`src/sv/updec_pkg.sv`:
```
// shared types, codes and helpers for the url percent decoder
package updec_pkg;

    localparam logic [7:0] CHAR_PERCENT  = 8'h25;
    localparam logic [7:0] CHAR_QUESTION = 8'h3F;

    localparam int MAX_RESULTS = 3;

    typedef enum logic [3:0] {
        MODE_IDLE    = 4'b0001,
        MODE_PCT     = 4'b0010,
        MODE_PCT_HEX = 4'b0100,
        MODE_REST    = 4'b1000
    } mode_t;

    typedef enum logic [1:0] {
        PART_PATH   = 2'd0,
        PART_MARK   = 2'd1,
        PART_REMAIN = 2'd2
    } part_t;

    typedef struct packed {
        logic [7:0] out_byte;
        part_t      part;
        logic       end_of_run;
    } result_t;

    localparam logic CFG_IDX_CUT = 1'b0;

    function automatic logic is_hex(input logic [7:0] c);
        logic r;
        r = (c inside {[8'h30:8'h39], [8'h41:8'h46], [8'h61:8'h66]});
        return r;
    endfunction

    function automatic logic [3:0] hex_val(input logic [7:0] c);
        logic [3:0] v;
        v = 4'd0;
        if (c inside {[8'h30:8'h39]}) begin
            v = c[3:0];
        end else if (c inside {[8'h41:8'h46], [8'h61:8'h66]}) begin
            v = c[3:0] + 4'd9;
        end
        return v;
    endfunction

endpackage

```
`src/sv/url_percent_decoder_top.sv`:
```
// url percent decoder: streaming %XX unescape with optional cut at the query
// One input byte is accepted per cycle while s_tready is high. A byte is
// decoded into a three-entry result register, which is drained one result
// per cycle on the master side while m_tready is high. A byte that yields
// more than one result (at most three: a broken escape flush plus the byte
// itself, or an end-of-string flush) keeps s_tready low while the register
// drains, until one result is left and m_tready is high. cut_at_query is
// written over the APB port at byte address 0 and sampled on every byte.
module url_percent_decoder_top
    import updec_pkg::*;
(
    input  logic        aclk,
    input  logic        aresetn,
    input  logic        s_tvalid,
    output logic        s_tready,
    input  logic [7:0]  s_tdata,   // [7:0] data_byte
    input  logic        s_tlast,
    output logic        m_tvalid,
    input  logic        m_tready,
    output logic [7:0]  m_tdata,   // [7:0] out_byte
    output logic [1:0]  m_tuser,   // [1:0] part
    output logic        m_tlast,
    input  logic        psel,
    input  logic        penable,
    input  logic        pwrite,
    input  logic [2:0]  paddr,
    input  logic [31:0] pwdata,
    output logic [31:0] prdata,
    output logic        pready
);

    logic       cut_reg;
    mode_t      mode_reg, mode_next;
    logic [7:0] held_reg, held_next;
    result_t    buf_reg [MAX_RESULTS];
    result_t    buf_next [MAX_RESULTS];
    logic [1:0] cnt_reg, cnt_next;

    result_t    res [MAX_RESULTS];
    logic [2:0] n;
    logic       s_acc, m_take;

    // configuration port
    assign pready = 1'b1;
    assign prdata = (paddr[2] == CFG_IDX_CUT) ? {31'd0, cut_reg} : 32'd0;

    always_ff @(posedge aclk) begin
        if (!aresetn) begin
            cut_reg <= 1'b0;
        end else if (psel && penable && pwrite && pready && paddr[2] == CFG_IDX_CUT) begin
            cut_reg <= pwdata[0];
        end
    end

    // handshakes
    assign m_tvalid = (cnt_reg != 2'd0);
    assign m_take   = m_tvalid && m_tready;
    assign s_tready = (cnt_reg == 2'd0) || (cnt_reg == 2'd1 && m_tready);
    assign s_acc    = s_tvalid && s_tready;

    assign m_tdata = buf_reg[0].out_byte;
    assign m_tuser = buf_reg[0].part;
    assign m_tlast = buf_reg[0].end_of_run;

    // decode of one byte
    always_comb begin
        logic [7:0] b;
        logic       take_idle;
        b         = s_tdata;
        take_idle = 1'b0;
        n         = 3'd0;
        mode_next = mode_reg;
        held_next = held_reg;
        for (int i = 0; i < MAX_RESULTS; i++) begin
            res[i] = '{out_byte: 8'd0, part: PART_PATH, end_of_run: 1'b0};
        end

        case (mode_reg)
            MODE_REST: begin
                res[0] = '{out_byte: b, part: PART_REMAIN, end_of_run: 1'b0};
                n = 3'd1;
            end
            MODE_PCT: begin
                if (is_hex(b)) begin
                    held_next = b;
                    mode_next = MODE_PCT_HEX;
                end else begin
                    res[0] = '{out_byte: CHAR_PERCENT, part: PART_PATH, end_of_run: 1'b0};
                    n = 3'd1;
                    take_idle = 1'b1;
                end
            end
            MODE_PCT_HEX: begin
                if (is_hex(b)) begin
                    res[0] = '{out_byte: {hex_val(held_reg), hex_val(b)}, part: PART_PATH,
                               end_of_run: 1'b0};
                    n = 3'd1;
                    held_next = 8'd0;
                    mode_next = MODE_IDLE;
                end else begin
                    res[0] = '{out_byte: CHAR_PERCENT, part: PART_PATH, end_of_run: 1'b0};
                    res[1] = '{out_byte: held_reg, part: PART_PATH, end_of_run: 1'b0};
                    n = 3'd2;
                    held_next = 8'd0;
                    take_idle = 1'b1;
                end
            end
            default: begin
                take_idle = 1'b1;
            end
        endcase

        if (take_idle) begin
            if (b == CHAR_PERCENT) begin
                mode_next = MODE_PCT;
            end else if (cut_reg && b == CHAR_QUESTION) begin
                res[n[1:0]] = '{out_byte: 8'd0, part: PART_MARK, end_of_run: 1'b0};
                n = n + 3'd1;
                mode_next = MODE_REST;
            end else begin
                res[n[1:0]] = '{out_byte: b, part: PART_PATH, end_of_run: 1'b0};
                n = n + 3'd1;
                mode_next = MODE_IDLE;
            end
        end

        if (s_tlast) begin
            // end of string: flush a pending escape
            if (mode_next == MODE_PCT || mode_next == MODE_PCT_HEX) begin
                if (n < 3'd3) begin
                    res[n[1:0]] = '{out_byte: CHAR_PERCENT, part: PART_PATH, end_of_run: 1'b0};
                    n = n + 3'd1;
                end
            end
            if (mode_next == MODE_PCT_HEX) begin
                if (n < 3'd3) begin
                    res[n[1:0]] = '{out_byte: held_next, part: PART_PATH, end_of_run: 1'b0};
                    n = n + 3'd1;
                end
            end
            mode_next = MODE_IDLE;
            held_next = 8'd0;
            if (n != 3'd0) begin
                res[2'(n - 3'd1)].end_of_run = 1'b1;
            end
        end
    end

    // result register
    always_comb begin
        cnt_next = cnt_reg;
        for (int i = 0; i < MAX_RESULTS; i++) begin
            buf_next[i] = buf_reg[i];
        end
        if (s_acc) begin
            cnt_next = n[1:0];
            for (int i = 0; i < MAX_RESULTS; i++) begin
                buf_next[i] = res[i];
            end
        end else if (m_take) begin
            cnt_next = cnt_reg - 2'd1;
            for (int i = 0; i < MAX_RESULTS - 1; i++) begin
                buf_next[i] = buf_reg[i + 1];
            end
        end
    end

    always_ff @(posedge aclk) begin
        if (!aresetn) begin
            mode_reg <= MODE_IDLE;
            held_reg <= 8'd0;
            cnt_reg  <= 2'd0;
        end else begin
            cnt_reg <= cnt_next;
            if (s_acc) begin
                mode_reg <= mode_next;
                held_reg <= held_next;
            end
        end
    end

    always_ff @(posedge aclk) begin
        for (int i = 0; i < MAX_RESULTS; i++) begin
            buf_reg[i] <= buf_next[i];
        end
    end

`ifndef SYNTHESIS
    a_last_gives_result: assert property (@(posedge aclk) disable iff (!aresetn)
        s_acc && s_tlast |=> m_tvalid)
        else $error("no result after end of string");

    a_last_to_idle: assert property (@(posedge aclk) disable iff (!aresetn)
        s_acc && s_tlast |=> mode_reg == MODE_IDLE)
        else $error("decoder not idle after end of string");

    a_held_only_pending: assert property (@(posedge aclk) disable iff (!aresetn)
        mode_reg != MODE_PCT_HEX |-> held_reg == 8'd0)
        else $error("held digit outside pending escape");

    a_mark_zero: assert property (@(posedge aclk) disable iff (!aresetn)
        m_tvalid && m_tuser == PART_MARK |-> m_tdata == 8'd0)
        else $error("cut marker carries data");

    a_mode_onehot: assert property (@(posedge aclk) disable iff (!aresetn)
        $onehot(mode_reg))
        else $error("decode mode not one-hot");
`endif

endmodule
```
`config.mk`:
```
export PLATFORM = sky130hd
export DESIGN_NAME = url_percent_decoder_top
export DESIGN_NICKNAME = d
export VERILOG_FILES = /design/src/sv/updec_pkg.sv /design/src/sv/url_percent_decoder_top.sv
export SDC_FILE = /design/constraint.sdc
export NUM_CORES = 1
export LEC_CHECK = 0
export CORE_UTILIZATION = 30
export DETAILED_ROUTE_END_ITERATION = 8
export DONT_BUFFER_PORTS = 1
export PLACE_DENSITY_LB_ADDON = 0.08
export SLEW_MARGIN = 20
export SYNTH_ARGS = -nofsm -noshare
export SYNTH_HDL_FRONTEND = slang
export SYNTH_SLANG_ARGS = --single-unit
```
`constraint.sdc`:
```
create_clock -name aclk -period 8.95 [get_ports aclk]
set_clock_uncertainty 0.05 [all_clocks]
set_input_delay 0.895 -clock aclk [delete_from_list [all_inputs] [get_ports aclk]]
set_output_delay 0.895 -clock aclk [all_outputs]
set_load 0.05 [all_outputs]
```
### Word-level counts from Yosys, hierarchy flattened

Memories as Yosys holds them, arrays and structs flattened.
Index checks and enable logic that the tools add are counted.
Widths: inputs -> output; s select.

* register bits: 15
* latch bits: 0
* bits in writable memories: 33
* ROM bits: 0
* bits of input ports: 51
* output and inout port bits: 46
* logic and storage cells: 141
* memories kept: 1

* add/subtract/negate cells: 7
* multiply operators: 0
* div/mod/pow operators: 0
* $lt $le $gt $ge: 22
* eq/ne operators: 8
* shift operators: 0
* mux-type cells: 61
* bitwise logic cells: 11
* reductions and logical operators: 27

Memory list
* buf_reg: depth 3, bits a word 11, read ports 3, clocked after Yosys merged registers in 0, wr ports 3, line url_percent_decoder_top.sv:35 `result_t buf_reg [MAX_RESULTS];`

Operators by type and width (count)
* $mux 33: 11
* $bwmux 33: 3
* $demux 11 s2: 4
* $mux 11: 7
* $mux 22: 2
* $mux 4: 10
* $pmux 11 s3: 1
* $ge 8x7->1 const B: 4
* $le 8x7->1 const B: 4
* $and 30x30->30: 1
* $not 30->30: 1
* $and 24x24->24: 1
* $mux 3: 8
* $not 24->24: 1
* $logic_and 1x1->1: 17
* $eq 8x6->1 const B: 2
* $ge 8x6->1 const B: 2
* $le 8x6->1 const B: 2
* $mux 8: 2
* $pmux 8 s2: 1
* $ge 3x3->1 const B: 4
* $lt 3x1->1 const B: 4
* $not 2->3: 4
* $add 3x1->3 const B: 3
* 21 further kinds: 37

### Logic depth before layout (Yosys ltp)

Gate-level depths: netlist of run 1.

* word-level depth: 27
* depth in mapped cells: 21
* mapped depth without buffers: 20

### Worst setup path before layout of run 1

Ideal clock, no wire load.

* path type: input -> register
* from: input s_tdata[1]
* to: memory buf_reg[0][0] in the netlist's numbering (data pin)
* arrival time: 4.413 ns
* data required time: 8.642 ns
* path slack: 4.229 ns
* cell stages on the path: 20
* cell sequence: inv_1 -> ha_1 -> or3b_1 -> nand4_1 -> clkbuf_1 -> nand2_1 -> nor2_1 -> inv_1 -> nand3_1 -> ha_1 -> mux2_4 -> nor2_4 -> ha_1 -> mux2i_1 -> inv_1 -> ha_1 -> nand3b_1 -> o21ai_0 -> o221ai_1 -> o221a_2

RTL lines
* start: declaration: line url_percent_decoder_top.sv:16 `input logic [7:0] s_tdata,`
* end: declaration: line url_percent_decoder_top.sv:35

==> flow_summary.ini, run 1 <==
[flow_run]
maxCapViolations = 0

[route]
dr.pass1.iters = 7
wl_per_cell_um = 20.5
drt_iter0_markers = 344
drc = 1
postRouteWirelength_um = 10700
vias = 2983
vias_per_cell = 5.69
ant_nets = 0

[synth]
seq_area_frac_synth = 0.340
synth_cells = 400
synth-edff-count = 31
synth_area_um2 = 3620
ys_async_sr_fraction = 0
yosys_warnings = 0
synth_area_leader_cell = edfxtp_1
ys.flop_type = edfxtp_1
netlist_top_cells_area = edfxtp_1, buf_4, dfxtp_1
ys_types = 75
syn_avg_cell_area_um2 = 9.06
ys_seq_elements = 46
synth_top_area_share = 0.257

[hold_path]
hold_path.class = register to register
hold_end = buf_reg[0][11]
hold_path_depth = 2
min-delay-start = buf_reg[0][22]

[place]
dp_hpwl_um = 7800
placed_area_um2 = 3560
gp_congestion = 0.901
placedCellCount = 516
portBuffers = 0

[finish]
largest_reg_flops = 31
antenna_cells = 0
syn2layout_area_growth_pct = 2.31
final_cell_area_um2 = 3710
drive_gt1_frac = 0.0814
fin_nets = 449
fin_util = 0.319
finalNonFillerCells = 524

[clock_tree]
postCtsSetupRepairBufs = 0
cts_hold_buf = 0
h-tree-depth = 2
clk_latency_ns = 0.30
clkTransAtPathRegs_ns = 0.07
numCtsBuffers = 5
clock_sinks = 46
cts_buffer_depth = 2
cts_resized = 0
root_buffer = clkbuf_16
cts_tree = done

[power_and_ir_drop]
power_density_nw_per_um2 = 164
peakVddDrop_mv = 0.0651
p_sw_uw = 219
seq_power_share = 0.497
pwr-share-comb = 0.181
swShare = 0.360
total_power_uw = 610
p_leak_uw = 0.00130
pwr-share-clk = 0.322
internal_power_uw = 390

[global_route]
antenna_found_initial = 0
grt_first_pass_wirelength_um = 16800
overflow = 0
grt_usage = 0.178
grt_max_degree = 41
grt_pass1_vias = 2840

[timing]
fmax_mhz = 193
hold_viol = 0
post-route-period-util = 0.580
slew_viol_final = 0
setup_viol = 0
max-slew-margin-rel = 0.286
final.min_clock_period_ns = 5.19
worst_slew_pin_slew_ns = 1.06
rsz0062_at_grt = no
finalSetupTns_ns = 0

[worst_setup_path]
worst_setup_path_start_kind = input pin
reg2reg_setup_slack_ns = 4.41
r2r-start = mode_reg[0]
critPathRequiredTime_ns = 9.05
r2r_cells = 13
worstPathMaxFanout = 12
critPathKind = input pin to register
reg2reg_to = buf_reg[0][7]
crit_arrival_ns = 5.29
worst_setup_path_end_kind = register

[floorplanning]
die_area_um2 = 12500
io_pins = 97
die_h_um = 112
start_util = 0.312
rows = 39
die_w_um = 112
core-area_um2 = 11600

[status]
violations = design-rule violations
outcome = finished, violations left
power groups by stage:
| stage | sequential (µW) | combinational [µW] | clock [µW] |
|---|---|---|---|
| after global routing | 306 | 120 | 208 |
| after floorplan | 272 | 149 | 0 |
| after global placement | 308 | 110 | 0 |
| after detailed placement | 308 | 111 | 0 |
| after CTS | 303 | 111 | 201 |
| final | 303 | 110 | 196 |
worst max-delay path, stage by stage:
cell and delay (ns):
inv_1 0.09, ha_1 0.19, or3b_1 0.38, nand4_1 0.42, nand2_1 0.15, nor2_1 0.21
inv_1 0.12, nand3_1 0.11, ha_1 0.24, mux2_4 0.28, nor2_4 0.14, ha_1 0.18
mux2i_1 0.13, inv_1 0.12, ha_1 0.15, nand2_1 0.05, a211oi_1 0.80, nand2_1 0.20
or2_1 0.28, a31oi_1 0.16
through the flow:
stage	hold WS [ns]	worst slack (ns)
after floorplan	0.444	4.23
after global placement	0.454	3.50
after detailed placement	0.459	3.52
after CTS	0.479	3.81
after global routing	0.507	3.38
final	0.473	3.76
metal layers:
| metal | vias up | routed length [µm] | GRT usage |
|---|---|---|---|
| met5 | - | 0 | 0 |
| met4 | 0 | 278 | 0.0658 |
| met3 | 18 | 637 | 0.0321 |
| met2 | 135 | 4640 | 0.273 |
| met1 | 1434 | 5180 | 0.247 |
| li1 | 1396 | - | - |
synth_stat cells (6+ instances only):
cell / count
edfxtp_1: 31
inv_1: 17
buf_4: 42
ha_1: 18
a31oi_1: 7
nor2_1: 25
nand2_1: 36
nor2b_1: 12
a22oi_1: 9
dfxtp_1: 15
a21oi_1: 18
nor3_1: 6
nand3_1: 11
a32oi_1: 6
o21ai_0: 21
clkbuf_1: 14
worst max-delay path by stage:
stage | from | end | slack (ns) | cells after the start
final | s_tdata[0] | buf_reg[0][7] | 3.76 | 20
after global routing | s_tdata[0] | buf_reg[0][4] | 3.38 | 20
after CTS | s_tdata[0] | buf_reg[0][7] | 3.81 | 20
after detailed placement | s_tdata[0] | buf_reg[0][7] | 3.52 | 20
after global placement | s_tdata[1] | buf_reg[0][7] | 3.50 | 20
after floorplan | s_tdata[1] | buf_reg[0][0] | 4.23 | 20
placed cells by master, fill, tap and decap left out, types with 5 or more instances in the layout:
master     synthesis  layout
nand2_1           36      36
conb_1             2      32
edfxtp_1          31      31
nor2_1            25      25
o21ai_0           21      21
a21oi_1           18      18
ha_1              18      18
inv_1             17      17
dfxtp_1           15      15
nor2b_1           12      12
nand3_1           11      11
a22oi_1            9       9
a31oi_1            7       7
nor3_1             6       6
a32oi_1            6       6
buf_4             42       6
a221o_1            5       5
o22ai_1            5       5
clkbuf_16          0       5
cell families (layout without fill, tap and decap cells):
group / Yosys count / in the layout / share of synthesized area
simple gates: 123 / 123 / 0.181
compound gates: 121 / 121 / 0.256
buf+inv: 81 / 32 / 0.133
flops: 46 / 46 / 0.340
fa+ha+maj: 18 / 18 / 0.0621
mux: 6 / 6 / 0.0183
xor+xnor: 3 / 3 / 0.00725
other cells: 2 / 32 / 0.00207
area by class of cell:
| cell class | count | area, µm² |
|---|---|---|
| tap | 143 | 179 |
| fill | 1229 | 7910 |
| inverter | 18 | 67.6 |
| timing repair buffer | 6 | 45.0 |
| clock buffer | 5 | 125 |
| sequential | 46 | 1230 |
| multi-input combinational | 303 | 2040 |
| clock inverter | 3 | 25.0 |
No activity file was read; power rests on OpenSTA's default activity.
==> run 2, diff against run 1 <==
==> constraint.sdc (replaced) <==
create_clock -name aclk -period 5.42 [get_ports aclk]
set_clock_uncertainty 0.05 [all_clocks]
set_input_delay 0.542 -clock aclk [delete_from_list [all_inputs] [get_ports aclk]]
set_output_delay 0.542 -clock aclk [all_outputs]
set_load 0.05 [all_outputs]
==> run 2 against run 1 <==
- the run still ends with design-rule violations left
- worst hold slack got worse by 0.22 ns
- non-clock buffer count grew 6
- largest power group unchanged
- flip-flop and latch count unchanged
- design area grew 1.0%
- utilization up 0.33 points
- setup slack lost 2.7 ns
- power rose by 65%
- register-to-register slack lost 3.3 ns
- via count fell by 0.91%
- largest cell class unchanged
- routed wire length is 1.3% higher
- combinational power grew 68%
- count of clock-buffer cells in the layout stayed put
==> flow_summary.ini, run 2 (same netlist as run 1, synthesis figures left out) <==
[finish]
fin_nets = 455
fin_util = 0.323
finalNonFillerCells = 530
drive_gt1_frac = 0.0930
layout.cells.most_common = nand2_1
largest_reg_flops = 31
syn2layout_area_growth_pct = 3.38
area.sequential_um2 = 1230
most-common-layout-cells = nand2_1, conb_1, edfxtp_1, nor2_1, o21ai_0
antenna_cells = 0
nFillCells = 1238
multi_input_area_um2 = 2030

[route]
drt_iter0_markers = 280
drc = 1
dr.pass1.iters = 7
ant_nets = 0
wl_per_cell_um = 20.5
vias = 2956
postRouteWirelength_um = 10900
vias_per_cell = 5.58

[global_route]
grt_pass1_vias = 2906
antenna_found_initial = 0
grt_usage = 0.181
grt_max_degree = 29
overflow = 0
grt_first_pass_wirelength_um = 17200

[clock_tree]
clkTransAtPathRegs_ns = 0.07
cts_hold_buf = 0
clock_sinks = 46
cts_buffer_depth = 2
numCtsBuffers = 5
postCtsSetupRepairBufs = 0
clk_latency_ns = 0.30
root_buffer = clkbuf_16
h-tree-depth = 2
cts_resized = 0
cts_tree = done

[worst_setup_path]
critPathRequiredTime_ns = 5.43
worstPathMaxFanout = 7
crit_arrival_ns = 4.33
critPathKind = input pin to register
worst_setup_path_end_kind = register
worst_setup_path_start_kind = input pin

[floorplanning]
die_w_um = 112
die_h_um = 112
io_pins = 97
die_area_um2 = 12500
rows = 39
core-area_um2 = 11600
start_util = 0.312

[power_and_ir_drop]
pwr-share-comb = 0.184
peakVddDrop_mv = 0.114
pwr-share-clk = 0.319
p_leak_uw = 0.00133
p_sw_uw = 361
power_density_nw_per_um2 = 268
swShare = 0.359
seq_power_share = 0.497
internal_power_uw = 645

[timing]
worst_slew_pin_slew_ns = 1.04
worst_slack_ns = 1.10
finalSetupTns_ns = 0
hold_viol = 0
max-slew-margin-rel = 0.300
post-route-period-util = 0.797
setup_viol = 0
fmax_mhz = 231
slew_viol_final = 0
final.min_clock_period_ns = 4.32
rsz0062_at_grt = no
whs_ns = 0.255

[place]
dp_hpwl_um = 7970
gp_congestion = 0.933
placedCellCount = 522
portBuffers = 0
preCtsSetupSlack_ns = 0.824

[flow_run]
maxCapViolations = 0

[status]
outcome = finished, violations left
violations = design-rule violations

[hold_path]
hold_path.class = input pin to register
run 2: changes by cell type in the layout (fill, tap and decap cells not counted), sizes merged:
cell | before | now
buf | 6 | 12
run 2: area by class of cell:
class | count | area share
multi-input combinational | 303 | 0.542
sequential | 46 | 0.329
tap | 143 | 0.0477
clock buffer | 5 | 0.0334
timing repair buffer | 12 | 0.0240
inverter | 18 | 0.0180
clock inverter | 3 | 0.00668
run 2: worst paths after layout:
path,slack (ns),startpoint,end,cells past startpoint
max,1.10,s_tdata[1],buf_reg[0][19],18
min,0.25,aresetn,mode_reg[0],1
max reg2reg,1.13,mode_reg[1],buf_reg[0][19],15
min reg2reg,0.48,buf_reg[0][22],buf_reg[0][11],2
run 2: power groups by stage:
stage | Combinational (µW) | Sequential (µW) | Clock (µW)
finish | 185 | 500 | 321
global route | 202 | 505 | 346
CTS | 186 | 501 | 333
detailed placement | 186 | 509 | 0
global placement | 184 | 508 | 0
floorplan | 246 | 450 | 0
run 2: per-layer routing:
metal  GRT usage  part of all wire  vias up
met3      0.0283             0.067       14
met4      0.0613             0.019        0
met1       0.260              0.47     1416
met5           0                 0        -
met2       0.272              0.45      126
li1            -                 -     1400
run 2: worst max-delay path, stage by stage:
cell and delay [ns]:
inv_1 0.03, ha_1 0.21, or3b_1 0.39, and4_1 0.28, o21ai_0 0.16, buf_4 0.15
nand3_1 0.10, ha_1 0.31, mux2_4 0.28, nor2_4 0.14, ha_1 0.28, mux2i_1 0.27
inv_1 0.11, ha_1 0.20, o2111a_1 0.22, nor2_1 0.19, o21ai_1 0.15, o221a_2 0.32
run 2: stage by stage:
| stage | instance area, µm² | total power, µW |
|---|---|---|
| 6_report | 3750 | 1010 |
| 5_1_grt | 3750 | 1050 |
| 4_1_cts | 3750 | 1020 |
| 3_5_place_dp | 3600 | 695 |
| 3_3_place_gp | 3600 | 692 |
| 2_1_floorplan | 3740 | 696 |
==> run 3, diff against run 2 <==
==> constraint.sdc (replaced) <==
create_clock -name aclk -period 4.1 [get_ports aclk]
set_clock_uncertainty 0.05 [all_clocks]
set_input_delay 0.41 -clock aclk [delete_from_list [all_inputs] [get_ports aclk]]
set_output_delay 0.41 -clock aclk [all_outputs]
set_load 0.05 [all_outputs]
==> run 3 against run 2 <==
- the run still ends with design-rule violations left
- clock power up 34%
- routed wire length up 3.2%
- sequential power up 32%
- setup slack worse by 0.89 ns
- critical path depth unchanged
- critical endpoint is now buf_reg[0][18]
- largest cell class unchanged
==> flow_summary.ini, run 3 (same netlist as run 1, synthesis figures left out) <==
[status]
outcome = finished, violations left
violations = design-rule violations

[finish]
layout.cells.most_common = buf_4
area.sequential_um2 = 1230
nFillCells = 1222
final_cell_area_um2 = 3980
multi_input_area_um2 = 2030
largest_reg_flops = 31
antenna_cells = 0
syn2layout_area_growth_pct = 9.84
drive_gt1_frac = 0.163
fin_nets = 486
most-common-layout-cells = buf_4, nand2_1, conb_1, edfxtp_1, nor2_1

[clock_tree]
cts_hold_buf = 0
cts_tree = done
clock_sinks = 46
cts_buffer_depth = 2
cts_resized = 0
root_buffer = clkbuf_16
postCtsSetupRepairBufs = 0
numCtsBuffers = 5
clk_latency_ns = 0.30
h-tree-depth = 2
clkTransAtPathRegs_ns = 0.07

[global_route]
grt_usage = 0.188
grt_max_degree = 28
antenna_found_initial = 0
grt_pass1_vias = 2983
grt_first_pass_wirelength_um = 17600
overflow = 0

[place]
gp_congestion = 0.857
portBuffers = 0
placed_area_um2 = 3830
dp_hpwl_um = 8530

[worst_setup_path]
worst_setup_path_start_kind = input pin
worstPathMaxFanout = 7
critPathRequiredTime_ns = 4.10
r2r-start = mode_reg[0]
worst_setup_path_end_kind = register
critPathKind = input pin to register
reg2reg_to = buf_reg[0][18]
reg2reg_setup_slack_ns = 0.30
crit_arrival_ns = 3.89
r2r_cells = 16

[route]
drc = 1
drt_iter0_markers = 219
ant_nets = 0
dr.pass1.iters = 7
vias = 3038
postRouteWirelength_um = 11200
wl_per_cell_um = 20.0
vias_per_cell = 5.42

[hold_path]
hold_end = mode_reg[0]
min-delay-start = aresetn
hold_path.class = input pin to register
hold_path_depth = 1

[timing]
setup_viol = 0
rsz0062_at_grt = no
finalSetupTns_ns = 0
post-route-period-util = 0.949
fmax_mhz = 257
worst_slew_pin_slew_ns = 0.905
slew_viol_final = 0
max-slew-margin-rel = 0.381
whs_ns = 0.116
hold_viol = 0
final.min_clock_period_ns = 3.89

[floorplanning]
die_area_um2 = 12500
io_pins = 97
start_util = 0.312
die_w_um = 112
core-area_um2 = 11600
die_h_um = 112
rows = 39

[power_and_ir_drop]
p_leak_uw = 0.00147
power_density_nw_per_um2 = 337
peakVddDrop_mv = 0.140

[flow_run]
maxCapViolations = 0
==> run 3: worst max-delay path by stage <==
stage	start	to	slack [ns]	cells past startpoint
floorplan	s_tdata[1]	buf_reg[0][0]	0.02	20
global placement	s_tdata[1]	buf_reg[0][18]	-0.18	18
detailed placement	s_tdata[1]	buf_reg[0][19]	-0.19	18
CTS	s_tdata[1]	buf_reg[0][19]	0.14	18
global route	s_tdata[1]	buf_reg[0][20]	0.005	19
finish	s_tdata[1]	buf_reg[0][18]	0.21	18
==> run 3: layer usage <==
metal / routed length [µm] / track usage / part of all wire
met3: 598 / 0.0348 / 0.053
met1: 5300 / 0.257 / 0.47
met4: 290 / 0.0838 / 0.026
met2: 5040 / 0.287 / 0.45
met5: 0 / 0 / 0
==> run 3: cell type report <==
| type | instances | area share |
|---|---|---|
| clock inverters | 3 | 0.00597 |
| flip-flops and latches | 46 | 0.309 |
| well taps | 143 | 0.0449 |
| repair buffers | 43 | 0.0811 |
| clock buffers | 5 | 0.0314 |
| multi-input cells | 303 | 0.510 |
| inverters | 18 | 0.0170 |
==> run 3: through the flow <==
step,utilization,setup slack [ns],total power (µW),cells
after floorplan,-,0.0187,920,430
after global placement,0.330,-0.183,923,553
after detailed placement,0.330,-0.187,926,553
after CTS,0.343,0.140,1360,561
after global routing,0.343,0.00511,1400,561
final,0.343,0.209,1340,561
==> run 3: critical path: stages <==
cell and delay, ns:
inv_1 0.03, ha_1 0.18, or3b_1 0.39, and4_1 0.24, o21ai_1 0.18, nand3_1 0.16, ha_1 0.32, mux2_4 0.28
nor2_4 0.09, ha_1 0.24, mux2i_1 0.21, inv_1 0.09, buf_4 0.14, ha_1 0.18, o2111a_1 0.21, nand3_1 0.21
nor2_1 0.06, a221o_1 0.27
==> run 3: power by group <==
| part | total [µW] | internal (µW) | switching (µW) | leakage [µW] |
|---|---|---|---|---|
| Clock | 429 | 229 | 201 | 0.0000664 |
| Sequential | 661 | 569 | 92.8 | 0.000430 |
| Combinational | 250 | 60.4 | 190 | 0.000978 |
